## src/cctp_ram.sv

```systemverilog
// Simple dual-port RAM: one write port, one read port, registered read data.
// No dependencies.
module cctp_ram #(
  parameter int WIDTH = 8,
  parameter int DEPTH = 64
) (
  input  logic                     clk,
  input  logic                     we,
  input  logic [$clog2(DEPTH)-1:0] waddr,
  input  logic [WIDTH-1:0]         wdata,
  input  logic [$clog2(DEPTH)-1:0] raddr,
  output logic [WIDTH-1:0]         rdata
);

  logic [WIDTH-1:0] mem [DEPTH];

  always_ff @(posedge clk) begin
    if (we) begin
      mem[waddr] <= wdata;
    end
    rdata <= mem[raddr];
  end

endmodule

```

## config.mk

```make
export PLATFORM = sky130hd
export DESIGN_NAME = cctp_ram
export DESIGN_NICKNAME = d
export VERILOG_FILES = /design/src/cctp_ram.sv
export SDC_FILE = /design/constraint.sdc
export NUM_CORES = 1
export LEC_CHECK = 0
export BUFFER_PORTS_ARGS = -buffer_cell sky130_fd_sc_hd__buf_2
export CORE_ASPECT_RATIO = 1.25
export CORE_MARGIN = 10
export CORE_UTILIZATION = 40
export CTS_CLUSTER_SIZE = 28
export DETAILED_ROUTE_END_ITERATION = 12
export PLACE_DENSITY = 0.53
export SYNTH_ARGS = -nofsm -noshare
export SYNTH_HDL_FRONTEND = slang
export SYNTH_SLANG_ARGS = --single-unit
```

## constraint.sdc

```tcl
create_clock -name clk -period 1.95 [get_ports clk]
set_input_delay 0.0975 -clock clk [delete_from_list [all_inputs] [get_ports clk]]
set_output_delay 0.0975 -clock clk [all_outputs]
set_load 0.005 [all_outputs]
```

==> reports/results.tsv, run 1 <==
stage	metric	value	unit
layout	share of layout cells above drive strength 1	0.350	
placement	Cells after DPL	1733	
logic_synthesis	sequential element share of the synthesized area	0.770	
min_path	hold worst-path end	mem[21][7]$_DFFE_PP_	
sta	slew margin rel.	0.637	
clock_network	number of CTS-inserted buffers	49	
layout	Finished Layout Cells	1834	
global_route	largest net degree at the start of global routing	65	
logic_synthesis	Yosys warning count	0	
min_path	HP Class	primary input to flip-flop	
global_route	initial antenna violation count	4	
clock_network	Max clock buf depth	3	
status	status	complete, no violations	
sta	clk_skew	0.0113	ns
placement	hpwl dp	32300	um
worst_setup_path	Setup Crit Path Kind	flip-flop to flip-flop	
sta	fin crit share	0.973	
floorplan	core area	49600	um2
min_path	hold depth	1	
power	PD cells	963	nW/um2
worst_setup_path	Critical Path End Type	flip-flop	
power	overall power	23100	uW
global_route	number of global-route vias before repair	10500	
layout	Final Util	0.483	
clock_network	root buffer cell	clkbuf_16	
worst_setup_path	internal reg-to-reg setup slack	0.05	ns
sta	Final Setup Violations	0	
floorplan	Die ar.	59900	um2
floorplan	initial core utilization	0.406	
logic_synthesis	post-synth top area cell	edfxtp_1	
floorplan	die width	221	um
worst_setup_path	WP data arrival	2.36	ns
detailed_routing	drt pass-1 iters	5	
power	maximum vdd drop	0.000599	V
logic_synthesis	Synth top area share	0.762	
clock_network	CTS H-tree lvls	2	
logic_synthesis	Seq cells post-synth	520	
sta	Slew Viols, Final	0	
logic_synthesis	Syn Nets	962	
floorplan	die height	271	um
detailed_routing	DR vias	9930	
power	leak pwr	0.00778	uW
clock_network	CTS clk-pin slew, worst paths	0.06	ns
sta	max frequency	0.527	GHz
logic_synthesis	largest cells by area after synthesis	edfxtp_1 76%, mux4_2 14%, nor2_1 1.5%, mux2i_1 1.1%, dfxtp_1 0.79%	
sta	final hold violations	0	
global_route	first-pass GRT wire length	72300	um
placement	Placer Congestion	0.815	
sta	hold slack	0.0182	ns
worst_setup_path	reg-to-reg endpoint	rdata[0]$_DFF_P_	
placement	IO buf count	29	
layout	Post-layout nets	1162	
worst_setup_path	R2R Path Start	mem[8][0]$_DFFE_PP_	
min_path	hold wc startpoint	wdata[7]	
layout	Fill cells	4189	
logic_synthesis	Post-Syn Instances	940	
detailed_routing	initial DRC count	834	
clock_network	clock tree sinks	520	
clock_network	clk_lat worst skew	0.59	ns
worst_setup_path	Critical Path Fanout Max	1	
floorplan	Ports	30	
global_route	grt ovf	0	
detailed_routing	final WL	48500	um
floorplan	row count	91	
detailed_routing	Routed Antenna Nets	0	
clock_network	CTS tree	yes	
worst_setup_path	Critical Path Start Type	flip-flop	
sta	setup tns final	0	ns
detailed_routing	vias per cell	5.41	
sta	RSZ-0062 raised after global routing	false	
sta	Worst-Margin Slew	0.545	ns
flow_run	Max-Cap Viols	0	
global_route	GRT Util Overall	0.162	
sta	fin crit period	1.90	ns
logic_synthesis	post-synthesis cell type count	40	
logic_synthesis	mean post-synth cell area	21.5	um2
worst_setup_path	worst r2r path cells	5	
detailed_routing	number of remaining DRC errors	0	
logic_synthesis	post-synthesis cell area	20200	um2
detailed_routing	Routed wire per std cell	26.4	um
layout	Area Growth Syn to Fin	18.9	%
worst_setup_path	Crit path required time	2.42	ns
metal layers:
layer / routed length [um] / track usage
met1: 20500 / 0.209
met2: 24400 / 0.274
met3: 2350 / 0.0273
met4: 1200 / 0.0523
met5: 22 / 0
worst max path at each step:
| stage | start | endpoint | depth (start not counted) |
|---|---|---|---|
| 3_3_place_gp | raddr[0] | rdata[6]$_DFF_P_ | 8 |
| 3_5_place_dp | raddr[0] | rdata[4]$_DFF_P_ | 8 |
| 2_1_floorplan | raddr[1] | rdata[3]$_DFF_P_ | 7 |
| 5_1_grt | mem[15][0]$_DFFE_PP_ | rdata[0]$_DFF_P_ | 5 |
| 4_1_cts | mem[28][4]$_DFFE_PP_ | rdata[4]$_DFF_P_ | 5 |
| 6_report | mem[8][0]$_DFFE_PP_ | rdata[0]$_DFF_P_ | 5 |
cells by family (layout without fill, tap and decap cells):
logic type	after synthesis	in the layout	synth area share
muxes	162	162	0.159
other	0	2	0
AOI/OAI and AO/OA	54	54	0.0207
DFF	520	520	0.770
and+or+nand+nor	153	153	0.0339
buffers and inverters	51	292	0.0157
cell usage in the layout, fill, tap and decap left out, types with 11 or more instances in the layout:
master,instances
nand3_1,13
nand2_1,19
clkbuf_16,51
clkinv_2,11
buf_12,19
nor2_1,83
edfxtp_1,512
mux2_2,13
mux2i_1,23
buf_2,26
nor2b_1,14
mux4_2,126
buf_4,147
power breakdown:
part | switching, uW | leakage (uW) | internal (uW) | total, uW
clock | 4130 | 0.000754 | 5200 | 9330
combinational | 756 | 0.00236 | 579 | 1340
sequential | 43.5 | 0.00467 | 12400 | 12400
final cells by class:
class,instances,area (um2),share of cell area
Timing Repair Buffer,200,1700,0.0708
Sequential cell,520,15500,0.648
Antenna cell,2,5.00,0.000209
Tap cell,651,815,0.0340
Clock buffer,60,1310,0.0546
Clock inverter,32,253,0.0105
Multi-Input combinational cell,369,4360,0.182
cells in the mapped netlist:
master	n
and2_1	1
a2111oi_0	2
nand4b_1	1
o41ai_1	2
o2bb2ai_1	3
a221oi_1	6
mux2i_1	23
nor3_1	7
nor2_1	83
clkbuf_1	17
buf_6	4
nand2_1	19
nand3_1	13
o21ai_0	2
dfxtp_1	8
o21ai_1	2
mux4_2	126
o311ai_1	1
o22ai_1	8
nor2b_1	14
o21a_1	2
buf_1	4
buf_12	2
buf_2	11
nor4_1	2
nand2b_1	7
nand3b_1	3
a31oi_1	1
a22oi_1	3
nand4_1	2
o221a_2	2
buf_4	13
o32ai_1	2
mux2_2	13
o2111ai_1	3
or3_1	1
a211oi_1	4
edfxtp_1	512
o221ai_1	8
a21oi_1	3
metrics by stage:
| stage | setup slack, ns | area (um2) |
|---|---|---|
| after floorplan | 0.185 | 20200 |
| after global placement | -0.319 | 22300 |
| after detailed placement | -0.303 | 22300 |
| after CTS | 0.00891 | 24000 |
| after global routing | 0.000622 | 24000 |
| final | 0.0533 | 24000 |
sequential cells by signal (all words and copies together) (netlist names):
name,flops
mem,512
rdata,8
worst max-delay path, stage by stage, from the launching register on:
cell and delay [ns]:
edfxtp_1 0.38, mux4_2 0.48, mux4_2 0.50, nor2_1 0.16, nor3_1 0.10, o2bb2ai_1 0.16
repair_timing:
action | in CTS | in global routing
buffers inserted | 0 | 0
pin swaps | 0 | 1
gates cloned | 0 | 0
endpoints found under the hold margin | 35 | 0
endpoints found under the setup margin | 4 | 3
hold buffers | 7 | 0
gates resized for setup | 5 | 2
Note: power is estimated with default switching activity, not from simulation.
==> inputs of run 2 (changes only) <==
ABC_AREA = 1   (was not set)
CORE_ASPECT_RATIO = 1.5   (was 1.25)
==> run 2 against run 1 <==
  * Count of clock-buffer cells in the layout down 1
  * Via count up 39%
  * Area after synthesis up 5.8%
  * Sequential cell count unchanged
  * Synthesized cell count up 92%
  * Hold slack better by 0.028 ns
  * Fmax up 41%
  * Final area up 1.2%
  * Global-route usage up 1.7 points
  * Largest cell class unchanged
  * Highest routed layer unchanged
==> reports/results.tsv, run 2 <==
stage	metric	value	unit
worst_setup_path	slowest CP cell	edfxtp_1	
detailed_routing	DR vias	13800	
logic_synthesis	post-synth top area cell	edfxtp_1	
worst_setup_path	Critical Path End Type	flip-flop	
worst_setup_path	delay-heaviest family, CP	simple AND/OR/NAND/NOR gates	
power	switching power	5220	uW
power	leak pwr	0.00883	uW
worst_setup_path	Crit path required time	2.41	ns
sta	Slew Viols, Final	0	
layout	Area Growth Syn to Fin	13.7	%
floorplan	die height	303	um
sta	RSZ-0062 raised after global routing	false	
placement	IO buf count	29	
global_route	initial antenna violation count	2	
worst_setup_path	worst r2r path cells	8	
power	maximum vdd drop	0.000546	V
logic_synthesis	mean post-synth cell area	11.8	um2
layout	Post-layout nets	1910	
layout	Fill cells	4740	
worst_setup_path	Critical Path Fanout Max	1	
logic_synthesis	most frequent cells after synthesis	648 x nand2_1, 512 x edfxtp_1, 439 x nand3_1, 56 x nor2_1, 37 x buf_2	
power	overall power	23200	uW
worst_setup_path	R2R Path Start	mem[25][5]$_DFFE_PP_	
global_route	first-pass GRT wire length	86500	um
detailed_routing	drt pass-1 iters	5	
power	PD cells	958	nW/um2
floorplan	Ports	30	
placement	hpwl dp	35200	um
detailed_routing	number of remaining DRC errors	0	
clock_network	Post CTS Setup Buffer Count	0	
detailed_routing	met1 wire length	22900	um
layout	n_diodes	0	
logic_synthesis	Top FF cell, synth	edfxtp_1	
placement	placed inst area	22700	um2
power	sequential fraction of design power	0.534	
clock_network	CTS H-tree lvls	2	
global_route	GRT Util Overall	0.179	
floorplan	initial core utilization	0.405	
min_path	hold depth	1	
floorplan	row count	103	
power	Sw Share	0.225	
logic_synthesis	most common cell in the netlist	nand2_1	
logic_synthesis	largest cells by area after synthesis	edfxtp_1 72%, nand2_1 11%, nand3_1 10%, buf_6 1.8%, nor2_1 0.99%	
global_route	grt ovf	0	
worst_setup_path	internal reg-to-reg setup slack	0.61	ns
detailed_routing	top sig layer	met5	
sta	slew margin rel.	0.237	
detailed_routing	vias per cell	5.30	
clock_network	Post-CTS Resized	0	
min_path	hold wc startpoint	wdata[1]	
placement	Placer Congestion	0.853	
flow_run	Max-Cap Viols	0	
logic_synthesis	Seq cells post-synth	520	
clock_network	Max clock buf depth	3	
worst_setup_path	reg-to-reg endpoint	rdata[5]$_DFF_P_	
logic_synthesis	async set-or-reset flop fraction in the synthesized netlist	0	
worst_setup_path	WP data arrival	1.80	ns
sta	final hold violations	0	
min_path	HP Class	primary input to flip-flop	
worst_setup_path	Setup Crit Path Kind	flip-flop to flip-flop	
logic_synthesis	Post-Syn Instances	1805	
logic_synthesis	Synth top area share	0.720	
floorplan	Die ar.	63200	um2
global_route	number of global-route vias before repair	13700	
clock_network	clk_lat worst skew	0.57	ns
layout	Regs by FF count	mem x512, rdata x8	
status	status	complete, no violations	
detailed_routing	Routed Antenna Nets	0	
sta	setup tns final	0	ns
logic_synthesis	Yosys warning count	0	
floorplan	core area	52700	um2
clock_network	clock tree sinks	520	
clock_network	CTS clk-pin slew, worst paths	0.06	ns
sta	fin crit share	0.689	
layout	most frequent cells in the layout	648 x nand2_1, 512 x edfxtp_1, 439 x nand3_1	
detailed_routing	final WL	57700	um
logic_synthesis	post-synthesis cell type count	16	
worst_setup_path	CP cell instances	nand2_1 -> nand3_1 -> nand3_1 -> nand2_1 -> nand2_1 -> nand3_1 -> nand3_1 -> nand2_1	
sta	max frequency	0.745	GHz
layout	share of layout cells above drive strength 1	0.113	
worst_setup_path	worst path bufs/invs	0	
floorplan	die width	209	um
power	Internal Power	18000	uW
worst_setup_path	Critical Path Start Type	flip-flop	
placement	Place WS	0.0701	ns
min_path	hold worst-path end	mem[5][1]$_DFFE_PP_	
sta	Worst Setup Slack, final	0.607	ns
detailed_routing	Routed wire per std cell	22.1	um
power	clock power share	0.399	
layout	Reg with most FFs	mem	
detailed_routing	length of routed met3 wiring	2510	um
worst_setup_path	CP peak stage delay	0.38	ns
clock_network	CTS tree	yes	
global_route	largest net degree at the start of global routing	89	
logic_synthesis	sequential element share of the synthesized area	0.728	
sta	clk_skew	0.0156	ns
power	Logic pwr share	0.067	
clock_network	root buffer cell	clkbuf_16	
layout	number of flip-flops under the largest register name	512	
layout	most common cell after layout, fill and taps aside	nand2_1	
logic_synthesis	post-synthesis cell area	21300	um2
layout	cell area after layout	24300	um2
clock_network	number of CTS-inserted buffers	48	
logic_synthesis	Syn Nets	1827	
detailed_routing	Met2 Wirelength	30500	um
sta	Final Setup Violations	0	
sta	Worst-Margin Slew	1.14	ns
logic_synthesis	EDFF count, synth	512	
detailed_routing	initial DRC count	1104	
sta	fin crit period	1.34	ns
-- run 2: cell types whose count changed after synthesis, sizes merged, moves of 23 or more --
cell | previous run | this run
nand2 | 19 | 648
mux4 | 126 | 0
mux2i | 23 | 0
nor2 | 83 | 56
buf | 34 | 98
nand3 | 13 | 439
-- run 2: worst max path at each step --
stage | start | endpoint | depth (start not counted)
floorplan | we | mem[48][0]$_DFFE_PP_ | 3
global placement | waddr[5] | mem[25][6]$_DFFE_PP_ | 5
detailed placement | waddr[5] | mem[25][3]$_DFFE_PP_ | 5
CTS | mem[20][7]$_DFFE_PP_ | rdata[7]$_DFF_P_ | 8
global route | mem[21][7]$_DFFE_PP_ | rdata[7]$_DFF_P_ | 8
finish | mem[25][5]$_DFFE_PP_ | rdata[5]$_DFF_P_ | 8
-- run 2: repair_timing --
item / CTS / global route
hold buffers: 1 / 0
endpoints found under the hold margin: 8 / 0
endpoints found under the setup margin: 0 / 0
-- run 2: stage by stage --
stage / hold slack (ns) / cells / util
floorplan: 0.196 / 1805 / -
global placement: 0.479 / 2519 / 0.431
detailed placement: 0.477 / 2519 / 0.431
CTS: 0.0239 / 2609 / 0.460
global route: 0.0426 / 2609 / 0.460
finish: 0.0466 / 2609 / 0.460
-- run 2: kinds of logic (layout without fill, tap and decap cells) --
family	Yosys count	in the layout	synth area share
buffers and inverters	125	247	0.0402
DFF	520	520	0.728
and+or+nand+nor	1160	1160	0.232
-- run 2: final cells by class --
cell class                 count  area [um2]  share of cell area
sequential                   520       15500               0.640
clock inverter                30         253              0.0104
timing repair buffer         146        1340              0.0551
clock buffer                  59        1280              0.0530
multi-input combinational   1160        4950               0.204
tap                          682         853              0.0352
inverter                      12        52.6             0.00217
-- run 2: power by group through the flow --
stage	Clock, uW	Sequential, uW	Combinational (uW)
6_report	9270	12400	1560
5_1_grt	9880	12400	1710
4_1_cts	9440	12400	1590
3_5_place_dp	0	12600	1580
3_3_place_gp	0	12600	1570
2_1_floorplan	0	12600	869
-- run 2: worst reg2reg max path: stages (launching register included) --
cell      delay, ns
edfxtp_1       0.38
nand2_1        0.08
nand3_1        0.09
nand3_1        0.10
nand2_1        0.12
nand2_1        0.10
nand3_1        0.18
nand3_1        0.14
nand2_1        0.05
-- run 2: metal layers --
layer,global-route usage,up-vias
met2,0.327,366
li1,-,6510
met1,0.215,6844
met3,0.0191,99
met4,0.0639,4
met5,0,-
