[src/cctp_pkg.sv]
// Shared types and codes for the call-context time profiler.
// Used by the top level, the shared ALU and the port checker.
package cctp_pkg;

  localparam int STAMP_W = 16;
  localparam logic [STAMP_W-1:0] STAMP_MASK = 16'hffff;

  typedef enum logic [1:0] {
    OP_PUSH  = 2'd0,
    OP_POP   = 2'd1,
    OP_READ  = 2'd2,
    OP_CLEAR = 2'd3
  } op_t;

  typedef enum logic [2:0] {
    ST_OK            = 3'd0,
    ST_TREE_FULL     = 3'd1,
    ST_CHILDREN_FULL = 3'd2,
    ST_POP_ROOT      = 3'd3,
    ST_BAD_INDEX     = 3'd4
  } status_t;

  typedef enum logic [1:0] {
    ALU_ADD = 2'd0,
    ALU_SUB = 2'd1,
    ALU_EQ  = 2'd2
  } alu_op_t;

  typedef struct packed {
    alu_op_t     op;
    logic [31:0] a;
    logic [31:0] b;
  } alu_req_t;

  typedef struct packed {
    logic [31:0] res;
    logic        eq;
  } alu_rsp_t;

endpackage

[src/cctp_alu.sv]
// Shared 32-bit add / subtract / equality unit used by the profiler sequencer.
// Depends on cctp_pkg for the request and response structs.
module cctp_alu (
  input  cctp_pkg::alu_req_t req,
  output cctp_pkg::alu_rsp_t rsp
);

  always_comb begin
    rsp.eq  = (req.a == req.b);
    case (req.op)
      cctp_pkg::ALU_ADD: rsp.res = req.a + req.b;
      cctp_pkg::ALU_SUB: rsp.res = req.a - req.b;
      cctp_pkg::ALU_EQ:  rsp.res = 32'(req.a == req.b);
      default:           rsp.res = '0;
    endcase
  end

endmodule

[config.mk]
export PLATFORM = sky130hd
export DESIGN_NAME = cctp_alu
export DESIGN_NICKNAME = d
export VERILOG_FILES = /design/src/cctp_pkg.sv /design/src/cctp_alu.sv
export SDC_FILE = /design/constraint.sdc
export NUM_CORES = 1
export LEC_CHECK = 0
export ABC_AREA = 1
export BUFFER_PORTS_ARGS = -buffer_cell sky130_fd_sc_hd__buf_2
export CAP_MARGIN = 20
export CORE_ASPECT_RATIO = 1.75
export CORE_MARGIN = 4
export CORE_UTILIZATION = 60
export DETAILED_ROUTE_END_ITERATION = 7
export PLACE_DENSITY = 0.85
export SYNTH_ARGS = -nofsm -noshare
export SYNTH_HDL_FRONTEND = slang
export SYNTH_SLANG_ARGS = --single-unit
[constraint.sdc]
create_clock -name vclk -period 2.35
set_clock_uncertainty 0.15 [all_clocks]
set_input_delay 0.235 -clock vclk [all_inputs]
set_output_delay 0.235 -clock vclk [all_outputs]
set_load 0.005 [all_outputs]
==> results of run 1 <==
[final cells by class]
| cell class | instances | area [µm²] |
|---|---|---|
| Inverter | 251 | 945 |
| Fill cell | 710 | 1630 |
| Timing Repair Buffer | 187 | 1160 |
| Multi-Input combinational cell | 815 | 4790 |
| Tap cell | 117 | 146 |
[through the flow]
| stage | setup TNS [ns] | hold slack [ns] |
|---|---|---|
| 2_1_floorplan | 0 | 0.469 |
| 3_3_place_gp | -0.816 | 0.686 |
| 3_5_place_dp | -1.08 | 0.691 |
| 4_1_cts | 0 | 0.693 |
| 5_1_grt | -1.50 | 0.728 |
| 6_report | -0.0428 | 0.693 |
[how the worst min path moves through the flow]
stage	startpoint	end	depth (start not counted)
floorplan	req[64]	rsp[1]	2
global placement	req[64]	rsp[1]	4
detailed placement	req[64]	rsp[1]	4
CTS	req[64]	rsp[1]	4
global route	req[64]	rsp[1]	4
finish	req[64]	rsp[1]	4
[cells in the final DEF (no fill, tap or decap), drive strengths merged]
cell type and n:
mux2i 1, or2 1, o21a 1, o21bai 10, nand3 94, nor3b 1
buf 187, and3 1, nor4 3, nor3 10, nor2 99, inv 250
o21ai 28, clkinv 1, ha 63, and2 5, nand3b 1, xor2 9
nand2 417, fa 2, o22ai 5, a21oi 52, nand4 12
[power breakdown]
group | switching (mW) | total [mW] | internal, mW
sequential | 0 | 0 | 0
clock | 0 | 0 | 0
combinational | 1.11 | 1.84 | 0.732
[metal layers]
metal  GRT usage [%]  wire, µm  up-vias
li1                -         -     3627
met1            31.9      7110     3325
met2            68.5     10800      449
met3            1.84      1360      168
met4            31.5      2360        0
met5               0         0        -
[kinds of logic (layout without fill, tap and decap cells)]
| family | count (synthesis) | after routing | synth area share [%] |
|---|---|---|---|
| buf+inv | 281 | 438 | 22.0 |
| mux | 1 | 1 | 0.188 |
| simple gates | 644 | 644 | 51.1 |
| fa+ha+maj | 65 | 65 | 15.6 |
| compound gates | 96 | 96 | 9.68 |
| xor+xnor | 9 | 9 | 1.48 |
[repair_timing]
item                       CTS  global route
pin swaps                    0             9
setup endpoints to repair   15            26
cloned                       0             0
gates resized for setup     15           136
buffers inserted             0             4
==> impl_metrics.csv, run 1 <==
group,metric,value,unit
cells_and_area,fin_area,7040,µm²
timing,fmax,418,MHz
setup_path,cp.arrival,2.01,ns
setup_path,cp_data_required_time,1.97,ns
power_and_ir_drop,total_power,1.84,mW
place,dpl.cell_count,1366,
yosys,synth_top_area_cell,"nand2_1",
timing,finalSetupViolCount,2,
setup_path,cp_num_cells,15,
cells_and_area,nets,1386,
run_status,outcome,"complete, but fails checks",
global_route,grt_pass1_wl,30000,µm
cells_and_area,fin_util,81.2,%
floorplan,num_io_pins,99,
timing,period_share,102,%
route,drt_pass1_iterations,6,
timing,report.final.slew_viol_count,0,
place,place_ws,-0.129,ns
power_and_ir_drop,leakagePower,4.26,nW
yosys,synth.top_cell.area_share,28.6,%
timing,setup_ws,-0.0422,ns
cells_and_area,layoutNonFillerInstCount,1370,
global_route,grt_max_degree,22,
cells_and_area,seqCellArea,0,µm²
setup_path,crit_fanout,7,
cells_and_area,drive_gt1_share,26.6,%
cells_and_area,area_growth,32.5,%
setup_path,cpPeakStageDelay,0.31,ns
cells_and_area,seq_cells,0,
place,dpl.hpwl,16800,µm
timing,rsz0062_at_grt,"yes",
route,drt-total-wl,21600,µm
yosys,syn_area,5320,µm²
yosys,synth.most_common_cell,"nand2_1",
floorplan,rows,45,
timing,final.min_clock_period,2.39,ns
global_route,grt_overflow,0,
yosys,yosysWarnings,0,
route,vias,7569,
place,gp_congestion,0.995,
cells_and_area,clkbuf_count,0,
floorplan,dieHeight,133,µm
route,via_per_inst,5.52,
timing,worstMarginPinSlew,0.540,ns
power_and_ir_drop,cellPowerDensity,262,nW/µm²
yosys,synth.area.top_cells,"nand2_1 (29%), inv_1 (18%), ha_1 (15%)",
route,avgRoutedWirePerCell,15.8,µm
cells_and_area,diodes,0,
yosys,syn_nets,1227,
route,drt_iter0_markers,550,
setup_path,end_kind,"output pin",
global_route,first_global_vias,6853,
timing,hold_violations,0,
setup_path,cp_top_family,"simple AND/OR/NAND/NOR gates",
power_and_ir_drop,ir_worst_vdd,0.144,mV
setup_path,critPathKind,"input port to output pin",
flow_run,drv_cap,0,
place,placed_cell_area,6360,µm²
yosys,synth_cells,1096,
yosys,yosysSeqAreaShare,0,%
run_status,violations,"negative setup slack",
setup_path,worstSetupStartpointType,"input port",
yosys,synth_cell_types,34,
place,port_buffers,99,
hold_path,hold_class,"input port to output pin",
global_route,grt_util_all_layers,35.6,%
yosys,syn_avg_cell_area,4.85,µm²
setup_path,crit_chain,"buf_2 > inv_1 > ha_4 > inv_1 > nand2_2 > nand2_1 > nand2_2 > nand3_4 > nand2_1 > nand2_2 > buf_4 > a21oi_1 > o21ai_0 > nand2_1 > buf_2",
floorplan,start_util,61.3,%
setup_path,path_buf_inv,5,
floorplan,die_w,79.1,µm
timing,slew_headroom,64.0,%
setup_path,endpoint,"rsp[11]",
setup_path,startpoint,"req[3]",
floorplan,die_area,10500,µm²
floorplan,core,8670,µm²
setup_path,cpMaxStageDelayCell,"ha_4",
yosys,ys_top_cells_by_count,"nand2_1 (405), inv_1 (248), nor2_1 (89)",
clock_network,cts_hold_buf,0,
route,route.antenna.remaining_nets,0,
route,drc,0,
global_route,antenna_found_initial,0,
Power figures use the tool's default switching activity.
==> run 2: changes to the inputs <==
--- a/constraint.sdc
+++ b/constraint.sdc
@@ -4,2 +4,2 @@
 set_output_delay 0.235 -clock vclk [all_outputs]
-set_load 0.005 [all_outputs]
+set_load 0.02 [all_outputs]
==> run 2 against run 1 <==
  * The run now fails in global routing (5_1_grt)
  * Synthesized area is the same
  * Synthesized cell count did not move
==> impl_metrics.csv, run 2 <==
group,metric,value,unit
yosys,synth_top_family_by_area,"simple AND/OR/NAND/NOR gates",
yosys,synth_cell_types,34,
place,port_buffers,99,
yosys,synth_mux_area_share,0.188,%
yosys,synth.most_common_cell,"nand2_1",
yosys,synth_cells,1096,
floorplan,die_w,79.1,µm
yosys,synth_compound_gate_area_share,9.68,%
global_route,grt_util_all_layers,52.2,%
run_status,first-error,"[ERROR GRT-0232] Routing congestion too high. Check the congestion heatmap in the GUI.",
floorplan,num_io_pins,99,
yosys,synth.area.top_cells,"nand2_1 (29%), inv_1 (18%), ha_1 (15%)",
yosys,synth_top_area_cell,"nand2_1",
floorplan,start_util,61.3,%
yosys,synth_simple_gate_area_share,51.1,%
yosys,syn_nets,1227,
global_route,grt_max_degree,22,
floorplan,rows,45,
place,dpl.hpwl,16700,µm
yosys,yosysSeqAreaShare,0,%
yosys,synth_fa_ha_area_share,15.6,%
timing,endpoint_type,"output port",
floorplan,dieHeight,133,µm
yosys,synth-xor-area-share,1.48,%
yosys,ys_top_cells_by_count,"nand2_1 (405), inv_1 (248), nor2_1 (89)",
global_route,grt_overflow,1,
run_status,outcome,"did not finish",
yosys,syn_area,5320,µm²
run_status,haltStage,"global routing (5_1_grt)",
timing,crit_endpoint,"rsp[31]",
yosys,synth.top_cell.area_share,28.6,%
yosys,syn_avg_cell_area,4.85,µm²
place,gp_congestion,1.01,
yosys,yosysWarnings,0,
[run 2: cell counts after synthesis]
Identical to the previous run, type by type.
[run 2: stage by stage]
| stage | utilization, % | instance area, µm² | cells | setup WS [ns] |
|---|---|---|---|---|
| CTS | 76.9 | 6660 | 1390 | 0.00176 |
| detailed placement | 75.6 | 6560 | 1390 | -0.110 |
| global placement | 75.6 | 6560 | 1390 | -0.0765 |
| floorplan | - | 5320 | 1096 | 0.129 |
[run 2: cell families after synthesis]
group | Yosys count
muxes | 1
buffers and inverters | 281
adders and majority gates | 65
AOI/OAI and AO/OA | 96
xor gates and xnor gates | 9
and+or+nand+nor | 644
[run 2: metal layers]
metal  track usage, %  overflow
met1             48.2         0
met4             52.9         1
met3             27.4         0
met5             11.5         0
met2             77.4         0
[run 2: what timing repair did]
item | 4_1_cts
endpoints found under the setup margin | 23
gates resized for setup | 33
buffers inserted | 0
hold buffers | 0
pin swaps | 0
==> run 3: changes to the inputs <==
- CORE_ASPECT_RATIO: 1.75 -> unset
- CORE_UTILIZATION: 60 -> 40
- PLACE_DENSITY: 0.85 -> unset
- PLACE_DENSITY_LB_ADDON: unset -> 0.15
==> run 3 against run 2 <==
  * The flow now finishes without violations
==> impl_metrics.csv, run 3 (synthesis gave the netlist of run 1 again) <==
group,metric,value,unit
timing,finalSetupViolCount,0,
clock_network,cts_hold_buf,0,
power_and_ir_drop,cellPowerDensity,263,nW/µm²
place,gp_congestion,0.962,
timing,final.min_clock_period,2.30,ns
power_and_ir_drop,sw_frac_of_total,59.2,%
run_status,outcome,"complete, no violations",
setup_path,cp_data_required_time,1.97,ns
cells_and_area,seq_cells,0,
setup_path,critPathKind,"input port to output pin",
setup_path,cp.arrival,1.91,ns
route,via_per_inst,4.84,
route,avgRoutedWirePerCell,13.3,µm
timing,worstMarginPinSlew,0.554,ns
power_and_ir_drop,p_seq_share,0,%
global_route,antenna_found_initial,0,
route,vias,7017,
setup_path,worstSetupStartpointType,"input port",
global_route,grt_pass1_wl,29500,µm
place,dpl.hpwl,16200,µm
cells_and_area,diodes,0,
cells_and_area,final_cell_mix,"nand2_1 (361), inv_1 (237), buf_4 (119)",
cells_and_area,nets,1410,
cells_and_area,drive_gt1_share,30.1,%
power_and_ir_drop,ir_worst_vdd,0.135,mV
route,drt-total-wl,19300,µm
floorplan,dieHeight,123,µm
floorplan,num_io_pins,99,
route,drt_pass1_iterations,6,
timing,hold_violations,0,
route,drc,0,
cells_and_area,seqCellArea,0,µm²
timing,fmax,435,MHz
timing,slew_headroom,63.0,%
timing,period_share,97.7,%
cells_and_area,layoutNonFillerInstCount,1449,
floorplan,die_area,15200,µm²
setup_path,crit_fanout,3,
floorplan,start_util,41.4,%
power_and_ir_drop,switchingPower,1.17,mW
floorplan,core,12800,µm²
cells_and_area,area_growth,40.9,%
power_and_ir_drop,clkPwrFrac,0,%
hold_path,hold_class,"input port to output pin",
cells_and_area,clkbuf_count,0,
global_route,grt_overflow,0,
route,route.antenna.remaining_nets,0,
setup_path,end_kind,"output pin",
floorplan,rows,41,
global_route,grt_max_degree,22,
place,port_buffers,99,
timing,hold_slack,0.727,ns
power_and_ir_drop,leakagePower,4.46,nW
floorplan,die_w,123,µm
power_and_ir_drop,p_comb_share,100.0,%
timing,report.final.slew_viol_count,0,
cells_and_area,nFillCells,1362,
route,drt_iter0_markers,584,
global_route,grt_util_all_layers,24.0,%
global_route,first_global_vias,6140,
place,dpl.cell_count,1443,
power_and_ir_drop,p_int,803,µW
timing,rsz0062_at_grt,"yes",
flow_run,drv_cap,0,
cells_and_area,final_common_cell,"nand2_1",
run 3: layer usage:
metal | GRT usage, % | part of all wire [%] | routed length [µm] | vias up
li1 | - | - | - | 3674
met1 | 34.8 | 46 | 8840 | 3108
met2 | 41.0 | 46 | 8960 | 219
met3 | 1.28 | 7.1 | 1370 | 16
met4 | 1.52 | 0.84 | 163 | 0
met5 | 0 | 0 | 0 | -
run 3: layout make-up:
class	instances	area (µm²)	share of cell area [%]
Tap cell	172	215	2.87
Timing Repair Buffer	211	1420	18.9
Inverter	251	942	12.6
Multi-Input combinational cell	815	4910	65.6
run 3: through the flow:
step	total power [mW]	setup TNS (ns)	util (%)	setup WS (ns)	cell area [µm²]
after floorplan	1.06	0	-	0.129	5320
after global placement	1.67	-2.04	51.5	-0.187	6610
after detailed placement	1.67	-1.96	51.5	-0.179	6610
after CTS	1.72	0	52.6	0.000542	6750
after global routing	2.17	-0.427	58.4	-0.0632	7490
final	1.97	0	58.4	0.0537	7490
run 3: power groups by stage:
stage | registers (mW) | clock network [mW] | logic (mW)
floorplan | 0 | 0 | 1.06
global placement | 0 | 0 | 1.67
detailed placement | 0 | 0 | 1.67
CTS | 0 | 0 | 1.72
global route | 0 | 0 | 2.17
finish | 0 | 0 | 1.97
run 3: worst paths after layout:
kind	depth (start not counted)	to	from
hold / removal	4	rsp[1]	req[64]
setup / recovery	13	rsp[9]	req[0]
run 3: worst max-delay path: stages:
cell,delay (ns)
buf_4,0.10
ha_4,0.13
inv_2,0.04
fa_2,0.40
inv_2,0.09
nand2_2,0.06
nand3_2,0.11
nand3_2,0.08
nand2_2,0.11
buf_4,0.12
xor2_1,0.05
o21ai_1,0.19
buf_4,0.19
run 3: what timing repair did:
action,4_1_cts,5_1_grt
pin swaps,3,34
gates resized for setup,43,175
buffers inserted,0,6
setup endpoints to repair,24,26
endpoints found under the hold margin,0,0
==> run 4: changes to the inputs <==
- CELL_PAD_IN_SITES_DETAIL_PLACEMENT: unset -> 1
- CELL_PAD_IN_SITES_GLOBAL_PLACEMENT: unset -> 2
- CORE_UTILIZATION: 40 -> 28
==> run 4 against run 3 <==
  * Critical path depth unchanged
  * Final area grew 13%
  * Via count rose by 3.9%
  * Hold slack improved by 0.0020 ns
  * Largest cell class unchanged
  * Cell count increased by 7.4%
  * Non-clock buffer count is 45 higher
  * Global-route usage decreased by 2.5 points
==> impl_metrics.csv, run 4 (synthesis gave the netlist of run 1 again) <==
group,metric,value,unit
route,drt_iter0_markers,237,
place,gp_congestion,0.913,
cells_and_area,seq_cells,0,
cells_and_area,nFillCells,2614,
power_and_ir_drop,clkPwrFrac,0,%
route,drt_pass1_iterations,5,
setup_path,cp_data_required_time,1.97,ns
timing,period_share,99.5,%
route,via_per_inst,4.69,
timing,final.min_clock_period,2.34,ns
setup_path,critPathKind,"input port to output pin",
cells_and_area,final_cell_mix,"nand2_1 (315), inv_1 (215), buf_4 (154)",
power_and_ir_drop,ir_worst_vdd,0.122,mV
global_route,grt_pass1_wl,37800,µm
cells_and_area,clkbuf_count,0,
floorplan,start_util,28.4,%
power_and_ir_drop,leakagePower,4.81,nW
setup_path,worstSetupStartpointType,"input port",
global_route,grt_max_degree,19,
global_route,grt_util_all_layers,21.6,%
power_and_ir_drop,total_power,2.33,mW
power_and_ir_drop,p_int,970,µW
floorplan,rows,50,
route,vias,7290,
run_status,outcome,"complete, no violations",
place,dpl.hpwl,20600,µm
route,route.antenna.remaining_nets,0,
cells_and_area,area_growth,59.7,%
power_and_ir_drop,p_seq_share,0,%
cells_and_area,seqCellArea,0,µm²
timing,finalSetupViolCount,0,
power_and_ir_drop,p_comb_share,100.0,%
setup_path,crit_chain,"buf_8 > ha_4 > inv_2 > fa_2 > inv_2 > nand2_2 > nand3_2 > nand3_2 > nand2_2 > buf_4 > xor2_1 > o21ai_0 > buf_2",
floorplan,dieHeight,146,µm
hold_path,hold_class,"input port to output pin",
cells_and_area,diodes,0,
route,drc,0,
timing,worstMarginPinSlew,0.624,ns
cells_and_area,nets,1455,
global_route,grt_overflow,0,
timing,report.final.slew_viol_count,0,
setup_path,cpPeakStageDelay,0.41,ns
cells_and_area,multi_input_area,5370,µm²
route,drt-total-wl,24300,µm
setup_path,cp.arrival,1.95,ns
setup_path,end_kind,"output pin",
route,avgRoutedWirePerCell,15.6,µm
timing,hold_violations,0,
setup_path,cpMaxStageDelayCell,"fa_2",
place,port_buffers,99,
cells_and_area,drive_gt1_share,39.9,%
global_route,first_global_vias,7247,
floorplan,die_w,146,µm
floorplan,num_io_pins,99,
cells_and_area,final_common_cell,"nand2_1",
global_route,met1_usage,31.1,%
power_and_ir_drop,sw_frac_of_total,58.3,%
setup_path,crit_fanout,3,
floorplan,die_area,21300,µm²
global_route,met3_usage,0.779,%
global_route,antenna_found_initial,0,
timing,slew_headroom,58.4,%
flow_run,drv_cap,0,
power_and_ir_drop,switchingPower,1.36,mW
timing,fmax,428,MHz
timing,rsz0062_at_grt,"yes",
global_route,grt_busiest_layer,"met2",
cells_and_area,fin_util,45.4,%
floorplan,core,18700,µm²
power_and_ir_drop,cellPowerDensity,274,nW/µm²
global_route,gr-usage-met2,36.6,%
==> run 4: changes by cell type in the layout (fill, tap and decap cells not counted), moves of 10 or more <==
cell | before | now
nand2_1 | 361 | 315
buf_4 | 119 | 154
nand2_2 | 51 | 80
inv_1 | 237 | 215
inv_2 | 13 | 33
nand2_4 | 5 | 22
nor2_4 | 10 | 23
a21oi_1 | 43 | 31
buf_6 | 8 | 20
nor2_1 | 65 | 54
a21oi_2 | 9 | 19
==> run 4: what timing repair did <==
item | CTS | global route
endpoints found under the setup margin | 27 | 29
pin swaps | 13 | 88
resized for setup | 107 | 269
hold buffers | 0 | 0
gates cloned | 0 | 0
buffers inserted | 6 | 10
hold endpoints to repair | 0 | 0
==> run 4: routing by layer <==
layer / share of wire [%] / vias to the layer above
met3: 2.4 / 14
li1: - / 3754
met1: 49 / 3419
met2: 48 / 103
met5: 0 / -
met4: 0.73 / 0
==> run 4: layout make-up <==
class | instances | area share, %
timing repair buffer | 256 | 22.2
inverter | 251 | 11.2
tap | 234 | 3.45
multi-input combinational | 815 | 63.2
==> run 4: final timing paths <==
path | slack, ns | endpoint | cells past startpoint | start
worst max-delay path | 0.01 | rsp[9] | 13 | req[32]
worst min-delay path | 0.73 | rsp[1] | 4 | req[64]
==> run 4: per-stage QoR <==
step | cell area [µm²] | worst slack, ns | cells | TNS [ns] | hold slack [ns]
6_report | 8490 | 0.0127 | 1556 | 0 | 0.729
5_1_grt | 8490 | -0.0409 | 1556 | -0.462 | 0.752
2_1_floorplan | 5320 | 0.129 | 1096 | 0 | 0.529
3_5_place_dp | 6970 | -0.524 | 1541 | -4.03 | 0.723
3_3_place_gp | 6970 | -0.707 | 1541 | -3.76 | 0.730
4_1_cts | 7530 | -0.0200 | 1547 | -0.0200 | 0.726
==> run 4: worst max-delay path: cells and delay by family <==
family                     cells  cell delay [ns]
and+or+nand+nor                4             0.40
xor gates and xnor gates       1             0.05
adders and majority gates      2             0.54
buffers and inverters          5             0.55
AOI/OAI and AO/OA              1             0.19
==> run 4: power by group through the flow <==
stage	clock network (mW)	registers, mW	logic [mW]
final	0	0	2.33
after detailed placement	0	0	1.82
after global placement	0	0	1.80
after CTS	0	0	2.00
after floorplan	0	0	1.06
after global routing	0	0	2.55
